--- src/rtl/core/hng_pkg.sv ---
// Package: widths, constants and register codes of the noise gate
`default_nettype none
package hng_pkg;
	localparam int CHANNELS   = 2;
	localparam int SAMPLE_W   = 24;
	localparam int COEF_W     = 24;
	localparam int GAIN_W     = 25;
	localparam int OP_W       = 26;
	localparam int PROD_W     = 2 * OP_W;
	localparam int FRAC_W     = 24;
	localparam int SUM_W      = PROD_W - FRAC_W;
	localparam int CFG_IDX_W  = 3;
	localparam int TDATA_W    = 2 * SAMPLE_W;

	typedef logic signed [OP_W-1:0]   op_t;
	typedef logic signed [PROD_W-1:0] prod_t;
	typedef logic signed [SUM_W-1:0]  sum_t;
	typedef logic [GAIN_W-1:0]        gain_t;
	typedef logic [SAMPLE_W-1:0]      env_t;
	typedef logic [COEF_W-1:0]        coef_t;
	typedef logic [CFG_IDX_W-1:0]     cfg_idx_t;

	localparam gain_t GAIN_UNITY = gain_t'(25'd16777216);

	localparam cfg_idx_t REG_OPEN_TH   = 3'd0;
	localparam cfg_idx_t REG_CLOSE_TH  = 3'd1;
	localparam cfg_idx_t REG_ENV_ATK   = 3'd2;
	localparam cfg_idx_t REG_ENV_REL   = 3'd3;
	localparam cfg_idx_t REG_GATE_OPEN = 3'd4;
	localparam cfg_idx_t REG_GATE_CLS  = 3'd5;

	localparam coef_t RST_OPEN_TH   = 24'd8389;
	localparam coef_t RST_CLOSE_TH  = 24'd2517;
	localparam coef_t RST_ENV_ATK   = 24'd16707456;
	localparam coef_t RST_ENV_REL   = 24'd16770227;
	localparam coef_t RST_GATE_OPEN = 24'd16603355;
	localparam coef_t RST_GATE_CLS  = 24'd16772847;

	localparam sum_t SAT_MAX = sum_t'(28'sd8388607);
	localparam sum_t SAT_MIN = -sum_t'(28'sd8388608);
endpackage
`default_nettype wire

--- src/rtl/core/hng_mac.sv ---
// Shared signed multiplier with registered product
`default_nettype none
module hng_mac (
	input  wire logic          clk,
	input  wire hng_pkg::op_t  opa,
	input  wire hng_pkg::op_t  opb,
	output hng_pkg::prod_t     prod_s1
);
	always_ff @(posedge clk) begin
		prod_s1 <= opa * opb;
	end
endmodule
`default_nettype wire

--- src/rtl/core/hysteresis_noise_gate_unit.sv ---
// Top level: per-channel noise gate with hysteresis on a shared multiplier
// Flow: an accepted word steps through MUL_ENV, UPD_ENV, MUL_GAIN, UPD_GAIN,
// MUL_OUT and FINISH (three passes through the single 26x26 multiplier, each
// followed by an update step); a new word is taken only once back in IDLE.
// Reset: arst_n clears control state and loads register defaults; envelopes
// reset to zero and gains to unity.
`default_nettype none
module hysteresis_noise_gate_unit (
	input  wire logic                          clk,
	input  wire logic                          arst_n,
	input  wire logic                          s_tvalid,
	output logic                               s_tready,
	input  wire logic [hng_pkg::TDATA_W-1:0]   s_tdata,  // detect_sample, signal_sample
	input  wire logic                          s_tuser,  // channel
	output logic                               m_tvalid,
	input  wire logic                          m_tready,
	output logic [hng_pkg::SAMPLE_W-1:0]       m_tdata,  // gated_sample
	input  wire logic                          cfg_we,
	input  wire hng_pkg::cfg_idx_t             cfg_index,
	input  wire hng_pkg::coef_t                cfg_data
);
	typedef enum logic [2:0] {
		ST_IDLE,
		ST_MUL_ENV,
		ST_UPD_ENV,
		ST_MUL_GAIN,
		ST_UPD_GAIN,
		ST_MUL_OUT,
		ST_FINISH
	} state_t;

	state_t              state_q;
	hng_pkg::coef_t      open_th_q, close_th_q, env_atk_q, env_rel_q, gate_open_q, gate_cls_q;
	hng_pkg::env_t       env_q  [hng_pkg::CHANNELS];
	hng_pkg::gain_t      gain_q [hng_pkg::CHANNELS];
	logic                ch_q;
	logic                pass_q;
	logic [hng_pkg::SAMPLE_W-1:0] sig_q;
	hng_pkg::op_t        opa_q, opb_q;
	hng_pkg::gain_t      base_q;
	logic                out_valid_q;
	logic [hng_pkg::SAMPLE_W-1:0] out_q;

	hng_pkg::prod_t      prod_s1;
	hng_pkg::sum_t       prod_sh;
	hng_pkg::sum_t       upd_sum;
	logic signed [hng_pkg::SAMPLE_W-1:0] det_in;
	hng_pkg::env_t       mag_in;
	hng_pkg::env_t       env_cur;
	hng_pkg::env_t       env_new;
	hng_pkg::gain_t      gain_new;
	logic [hng_pkg::SAMPLE_W-1:0] sat_res;
	logic                pass_in;

	hng_mac u_mac (
		.clk     (clk),
		.opa     (opa_q),
		.opb     (opb_q),
		.prod_s1 (prod_s1)
	);

	always_comb begin
		det_in   = s_tdata[hng_pkg::SAMPLE_W-1:0];
		mag_in   = det_in[hng_pkg::SAMPLE_W-1] ? hng_pkg::env_t'(-det_in)
		                                        : hng_pkg::env_t'(det_in);
		pass_in  = (32'(s_tuser) >= hng_pkg::CHANNELS);
		env_cur  = env_q[s_tuser];
		prod_sh  = prod_s1[hng_pkg::PROD_W-1:hng_pkg::FRAC_W];
		upd_sum  = hng_pkg::sum_t'($signed({3'b000, base_q})) + prod_sh;
		env_new  = upd_sum[hng_pkg::SAMPLE_W-1:0];
		gain_new = (upd_sum > hng_pkg::sum_t'($signed({3'b000, hng_pkg::GAIN_UNITY})))
		           ? hng_pkg::GAIN_UNITY : upd_sum[hng_pkg::GAIN_W-1:0];
		if (prod_sh > hng_pkg::SAT_MAX) begin
			sat_res = hng_pkg::SAMPLE_W'(hng_pkg::SAT_MAX);
		end else if (prod_sh < hng_pkg::SAT_MIN) begin
			sat_res = hng_pkg::SAMPLE_W'(hng_pkg::SAT_MIN);
		end else begin
			sat_res = prod_sh[hng_pkg::SAMPLE_W-1:0];
		end
	end

	assign s_tready = (state_q == ST_IDLE);
	assign m_tvalid = out_valid_q;
	assign m_tdata  = out_q;

	// configuration registers
	always_ff @(posedge clk or negedge arst_n) begin
		if (!arst_n) begin
			open_th_q   <= hng_pkg::RST_OPEN_TH;
			close_th_q  <= hng_pkg::RST_CLOSE_TH;
			env_atk_q   <= hng_pkg::RST_ENV_ATK;
			env_rel_q   <= hng_pkg::RST_ENV_REL;
			gate_open_q <= hng_pkg::RST_GATE_OPEN;
			gate_cls_q  <= hng_pkg::RST_GATE_CLS;
		end else if (cfg_we) begin
			unique case (cfg_index)
				hng_pkg::REG_OPEN_TH:   open_th_q   <= cfg_data;
				hng_pkg::REG_CLOSE_TH:  close_th_q  <= cfg_data;
				hng_pkg::REG_ENV_ATK:   env_atk_q   <= cfg_data;
				hng_pkg::REG_ENV_REL:   env_rel_q   <= cfg_data;
				hng_pkg::REG_GATE_OPEN: gate_open_q <= cfg_data;
				hng_pkg::REG_GATE_CLS:  gate_cls_q  <= cfg_data;
				default: ;
			endcase
		end
	end

	// sequencer and channel state
	always_ff @(posedge clk or negedge arst_n) begin
		if (!arst_n) begin
			state_q     <= ST_IDLE;
			out_valid_q <= 1'b0;
			for (int i = 0; i < hng_pkg::CHANNELS; i++) begin
				env_q[i]  <= '0;
				gain_q[i] <= hng_pkg::GAIN_UNITY;
			end
		end else begin
			if (out_valid_q && m_tready && state_q != ST_FINISH) begin
				out_valid_q <= 1'b0;
			end
			unique case (state_q)
				ST_IDLE: begin
					if (s_tvalid) begin
						state_q <= pass_in ? ST_FINISH : ST_MUL_ENV;
					end
				end
				ST_MUL_ENV:  state_q <= ST_UPD_ENV;
				ST_UPD_ENV: begin
					env_q[ch_q] <= env_new;
					state_q     <= ST_MUL_GAIN;
				end
				ST_MUL_GAIN: state_q <= ST_UPD_GAIN;
				ST_UPD_GAIN: begin
					gain_q[ch_q] <= gain_new;
					state_q      <= ST_MUL_OUT;
				end
				ST_MUL_OUT:  state_q <= ST_FINISH;
				ST_FINISH: begin
					if (!out_valid_q || m_tready) begin
						out_valid_q <= 1'b1;
						state_q     <= ST_IDLE;
					end
				end
				default: state_q <= ST_IDLE;
			endcase
		end
	end

	// operand and result datapath
	always_ff @(posedge clk) begin
		case (state_q)
			ST_IDLE: begin
				if (s_tvalid) begin
					ch_q   <= s_tuser;
					pass_q <= pass_in;
					sig_q  <= s_tdata[hng_pkg::TDATA_W-1:hng_pkg::SAMPLE_W];
					base_q <= hng_pkg::GAIN_W'(mag_in);
					opa_q  <= hng_pkg::op_t'({2'b00, (mag_in > env_cur) ? env_atk_q
					                                                     : env_rel_q});
					opb_q  <= hng_pkg::op_t'({2'b00, env_cur}) - hng_pkg::op_t'({2'b00, mag_in});
				end
			end
			ST_UPD_ENV: begin
				if (env_new < close_th_q) begin
					opa_q  <= hng_pkg::op_t'({2'b00, gate_cls_q});
					opb_q  <= hng_pkg::op_t'({1'b0, gain_q[ch_q]});
					base_q <= '0;
				end else if (env_new > open_th_q) begin
					opa_q  <= hng_pkg::op_t'({2'b00, gate_open_q});
					opb_q  <= hng_pkg::op_t'({1'b0, gain_q[ch_q]})
					          - hng_pkg::op_t'({1'b0, hng_pkg::GAIN_UNITY});
					base_q <= hng_pkg::GAIN_UNITY;
				end else begin
					opa_q  <= '0;
					opb_q  <= '0;
					base_q <= gain_q[ch_q];
				end
			end
			ST_UPD_GAIN: begin
				opa_q <= hng_pkg::op_t'($signed(sig_q));
				opb_q <= hng_pkg::op_t'({1'b0, gain_new});
			end
			ST_FINISH: begin
				if (!out_valid_q || m_tready) begin
					out_q <= pass_q ? sig_q : sat_res;
				end
			end
			default: ;
		endcase
	end
endmodule
`default_nettype wire

--- config.mk ---
export PLATFORM = sky130hd
export DESIGN_NAME = hysteresis_noise_gate_unit
export DESIGN_NICKNAME = d
export VERILOG_FILES = /design/src/rtl/core/hng_pkg.sv /design/src/rtl/core/hng_mac.sv /design/src/rtl/core/hysteresis_noise_gate_unit.sv
export SDC_FILE = /design/constraint.sdc
export NUM_CORES = 2
export LEC_CHECK = 0
export BUFFER_PORTS_ARGS = -buffer_cell sky130_fd_sc_hd__buf_2
export CAP_MARGIN = 10
export CORE_MARGIN = 2
export CORE_UTILIZATION = 50
export CTS_CLUSTER_SIZE = 8
export DETAILED_ROUTE_END_ITERATION = 8
export GPL_ROUTABILITY_DRIVEN = 0
export MAX_ROUTING_LAYER = met4
export PLACE_DENSITY_LB_ADDON = 0.05
export SLEW_MARGIN = 20
export SYNTH_ARGS = -nofsm -noshare
export SYNTH_HDL_FRONTEND = slang
export SYNTH_SLANG_ARGS = --single-unit
--- constraint.sdc ---
create_clock -name clk -period 9.1 [get_ports clk]
set_input_delay 1.365 -clock clk [delete_from_list [all_inputs] [get_ports clk]]
set_output_delay 1.365 -clock clk [all_outputs]
set_load 0.01 [all_outputs]
==> flow_metrics.py <==
metrics = {
    "synthesis": {
        "synthFlopType": "sky130_fd_sc_hd__dfrtp_1",
        "synth-edff-count": 125,
        "netlist_area_um2": 43700,
        "synth_fp_nets": 5423,
        "synth_sequential_area_ratio_pct": 24.2,
        "post_synth_inst_count": 4409,
        "netlist_top_cells_area": "sky130_fd_sc_hd__fa_1 32%, sky130_fd_sc_hd__dfrtp_1 9.3%, sky130_fd_sc_hd__edfxtp_1 8.6%",
        "yosysTopAreaCellShare_pct": 31.8,
        "synth_cell_type_count": 80,
        "avgSynthCellArea_um2": 9.91,
        "ys_ff_latch": 399,
        "synth_async_sr_flop_share_pct": 61.7,
        "yosys_warnings": 0,
        "synth_top_cell_by_area": "sky130_fd_sc_hd__fa_1",
    },
    "clocking": {
        "number_of_buffers_inserted_during_clock_tree_synthesis": 55,
        "cts_sinks": 399,
        "cts.clk_slew.worst_paths_ns": 0.06,
        "holdBufCountCts": 0,
        "clk_latency_ns": 0.59,
        "number_of_buffers_on_the_longest_clock_path": 3,
        "cts_tree": "done",
        "cts_root_buf": "sky130_fd_sc_hd__clkbuf_16",
        "cts-resized-gates": 0,
        "htreeDepth": 2,
        "postCtsSetupRepairBufs": 0,
    },
    "placed_design": {
        "dpl.hpwl_um": 98400,
        "port-buffer-count": 106,
    },
    "detailed_routing": {
        "wire_per_inst_um": 22.7,
        "initialDrtViolationCount": 2353,
        "ant_nets": 0,
        "first_pass_iters": 6,
        "post_drt_via_cell_ratio": 5.56,
        "detailroute.via_count": 31400,
        "totalWireLength_um": 128000,
        "route.detailed.drc": 0,
    },
    "critical_path": {
        "critPathCaptureType": "flip-flop",
        "reg2reg_from": "opa_q[11]$_DFFE_PP_",
        "reg2reg_depth": 21,
        "setup.worst_path.start_class": "flip-flop",
        "crit_chain": "nand2_1, fa_1, fa_1, inv_1, fa_1, fa_1, fa_1, fa_1, inv_1, fa_1, inv_1, ha_1, a21oi_1, nand2_1, a31oi_1, o211ai_1, a2111oi_0, o311ai_0, a21oi_1, o21ai_0, xor2_1",
        "crit_path_frequent_cell": "sky130_fd_sc_hd__fa_1",
        "worst_setup_path_endpoint": "u_mac.prod_s1[44]$_DFF_P_",
        "startpoint": "opa_q[11]$_DFFE_PP_",
        "worst-endpoint-required_ns": 9.56,
        "r2r-end": "u_mac.prod_s1[44]$_DFF_P_",
        "reg2reg_setup_slack_ns": 0.89,
        "timing.critical_path.fanout_max": 26,
        "crit_arrival_ns": 8.67,
        "timing.setup.critical_path_class": "reg2reg",
        "path_depth": 21,
        "critical_path.top_delay_family": "adder cells",
        "timing.critical_path.slowest_cell_delay_ns": 1.12,
        "timing.critical_path.slowest_stage_cell": "sky130_fd_sc_hd__edfxtp_1",
        "timing.critical_path.buf_inv": 3,
    },
    "timing": {
        "max_slew.worst_pin.slew_ns": 1.18,
        "rsz_0062_raised_after_global_routing": "false",
        "achievable-frequency_mhz": 122,
        "timing.final.crit_share_pct": 90.2,
        "post_route_skew_ns": 0.0236,
        "setup_tns_ns": 0,
        "timing.final.max_slew_violations": 0,
        "timing.slew.headroom_pct": 21.5,
        "hold_viol": 0,
        "setup_violations": 0,
        "finalWorstPathRequiredPeriod_ns": 8.21,
    },
    "floorplan": {
        "core.rowCount": 108,
        "die_height_um": 300,
        "design.portCount": 107,
        "area_of_the_core_region_um2": 86800,
        "floorplan.die_area_um2": 89800,
        "floorplan.initialDensity_pct": 50.4,
        "die_width_um": 300,
    },
    "grt": {
        "grt_first_pass_wirelength_um": 200000,
        "overflow": 0,
        "grt_usage_pct": 30.3,
        "largest_net_degree_at_the_start_of_global_routing": 154,
        "grt_antenna_before_repair": 8,
        "grt_pass1_vias": 33000,
    },
    "finish": {
        "areaGrowthSynthToFinish_pct": 8.07,
        "drive_gt1_share_pct": 11.5,
        "design.final.nets": 5463,
    },
    "status": {
        "status": "finished clean",
    },
    "flow_run": {
        "maxCapViolCount": 0,
    },
    "hold_path": {
        "hold_wc_path_type": "reg2reg",
    },
}
-- worst min-delay path by stage --
stage | slack (ns) | to | depth (start not counted) | start
floorplan | 0.44 | gain_q[11]$_DFFE_PN0P_ | 2 | gain_q[11]$_DFFE_PN0P_
global placement | 0.46 | gain_q[46]$_DFFE_PN0P_ | 2 | gain_q[46]$_DFFE_PN0P_
detailed placement | 0.46 | gain_q[28]$_DFFE_PN0P_ | 2 | gain_q[28]$_DFFE_PN0P_
CTS | 0.47 | gain_q[46]$_DFFE_PN0P_ | 2 | gain_q[46]$_DFFE_PN0P_
global route | 0.49 | env_q[23]$_DFFE_PN0P_ | 2 | env_q[23]$_DFFE_PN0P_
finish | 0.47 | gain_q[27]$_DFFE_PN0P_ | 2 | gain_q[27]$_DFFE_PN0P_
-- cells in the final DEF, fill, tap and decap left out, types with 33 or more instances in the layout --
cell / instances
sky130_fd_sc_hd__inv_1: 796
sky130_fd_sc_hd__dfrtp_1: 163
sky130_fd_sc_hd__buf_4: 91
sky130_fd_sc_hd__mux2_2: 118
sky130_fd_sc_hd__ha_1: 239
sky130_fd_sc_hd__a21oi_1: 98
sky130_fd_sc_hd__and2_1: 272
sky130_fd_sc_hd__clkbuf_16: 55
sky130_fd_sc_hd__xor2_1: 40
sky130_fd_sc_hd__a21o_1: 66
sky130_fd_sc_hd__nand2_1: 642
sky130_fd_sc_hd__nor2b_1: 33
sky130_fd_sc_hd__o21ai_0: 186
sky130_fd_sc_hd__nor2_1: 63
sky130_fd_sc_hd__nor3_1: 37
sky130_fd_sc_hd__edfxtp_1: 125
sky130_fd_sc_hd__clkbuf_1: 40
sky130_fd_sc_hd__buf_2: 105
sky130_fd_sc_hd__xnor2_1: 40
sky130_fd_sc_hd__o31ai_1: 57
sky130_fd_sc_hd__fa_1: 694
sky130_fd_sc_hd__dfstp_2: 83
-- cells in the mapped netlist, types with 8 or more instances --
master / instances
sky130_fd_sc_hd__a211oi_1: 14
sky130_fd_sc_hd__a21o_1: 66
sky130_fd_sc_hd__a21oi_1: 98
sky130_fd_sc_hd__a222oi_1: 23
sky130_fd_sc_hd__a22oi_1: 8
sky130_fd_sc_hd__a32oi_1: 10
sky130_fd_sc_hd__and2_1: 273
sky130_fd_sc_hd__and3_1: 13
sky130_fd_sc_hd__clkbuf_1: 206
sky130_fd_sc_hd__dfrtp_1: 163
sky130_fd_sc_hd__dfstp_2: 83
sky130_fd_sc_hd__dfxtp_1: 28
sky130_fd_sc_hd__edfxtp_1: 125
sky130_fd_sc_hd__fa_1: 694
sky130_fd_sc_hd__ha_1: 239
sky130_fd_sc_hd__inv_1: 796
sky130_fd_sc_hd__mux2_2: 118
sky130_fd_sc_hd__mux2i_1: 28
sky130_fd_sc_hd__nand2_1: 643
sky130_fd_sc_hd__nand2b_1: 17
sky130_fd_sc_hd__nand3_1: 27
sky130_fd_sc_hd__nand4_1: 23
sky130_fd_sc_hd__nor2_1: 65
sky130_fd_sc_hd__nor2b_1: 33
sky130_fd_sc_hd__nor3_1: 39
sky130_fd_sc_hd__o211ai_1: 20
sky130_fd_sc_hd__o21a_1: 16
sky130_fd_sc_hd__o21ai_0: 186
sky130_fd_sc_hd__o21bai_1: 10
sky130_fd_sc_hd__o221ai_1: 31
sky130_fd_sc_hd__o22ai_1: 25
sky130_fd_sc_hd__o31ai_1: 57
sky130_fd_sc_hd__o31ai_2: 18
sky130_fd_sc_hd__or2_2: 12
sky130_fd_sc_hd__or3_1: 12
sky130_fd_sc_hd__xnor2_1: 40
sky130_fd_sc_hd__xor2_1: 40
-- per-stage QoR --
stage	setup WS [ns]	std cells	hold slack (ns)	util, %	area [µm²]
global placement	0.943	5544	0.456	52.6	45600
global route	0.595	5645	0.492	54.4	47200
floorplan	2.13	4409	0.443	-	43700
finish	0.891	5646	0.470	54.4	47200
CTS	0.759	5641	0.474	54.4	47200
detailed placement	0.789	5544	0.462	52.6	45600
-- per-layer routing --
| metal | global-route usage [%] | up-vias | wire [µm] |
|---|---|---|---|
| met5 | - | - | 0 |
| met1 | 40.4 | 16000 | 54600 |
| met4 | 7.83 | 0 | 3550 |
| met2 | 49.2 | 1009 | 61600 |
| li1 | - | 14200 | - |
| met3 | 4.06 | 188 | 8190 |
-- tightest hold or removal path: stages (launching register included) --
cell	delay, ns
sky130_fd_sc_hd__dfrtp_1	0.33
sky130_fd_sc_hd__nand2_1	0.05
sky130_fd_sc_hd__o31ai_1	0.05
-- area by class of cell --
class	instances	area, µm²
fill	7927	39500
antenna	2	5.00
multi-input combinational	2996	29400
clock inverter	2	28.8
clock buffer	95	1530
sequential	399	10600
inverter	796	2990
tap	1155	1450
timing repair buffer	201	1300
-- cells by family (layout without fill, tap and decap cells) --
family | Yosys count | count (layout) | synth area share (%)
adders and majority gates | 933 | 933 | 38.6
buffers and inverters | 1014 | 1094 | 8.82
DFF | 399 | 399 | 24.2
AOI/OAI and AO/OA | 649 | 649 | 10.1
and+or+nand+nor | 1186 | 1186 | 12.9
other | 0 | 2 | 0
muxes | 146 | 146 | 3.68
xor gates and xnor gates | 82 | 82 | 1.68
-- flip-flops by register name (all words and copies together), names as in the netlist, 24 cells and up --
name           cells
gain_q            50
env_q             48
u_mac.prod_s1     28
opb_q             26
base_q            25
opa_q             25
close_th_q        24
env_atk_q         24
env_rel_q         24
gate_cls_q        24
gate_open_q       24
m_tdata           24
open_th_q         24
sig_q             24
Power is not shown: default switching activity piles up to over one toggle a cycle in this logic, so the estimate is an artifact.
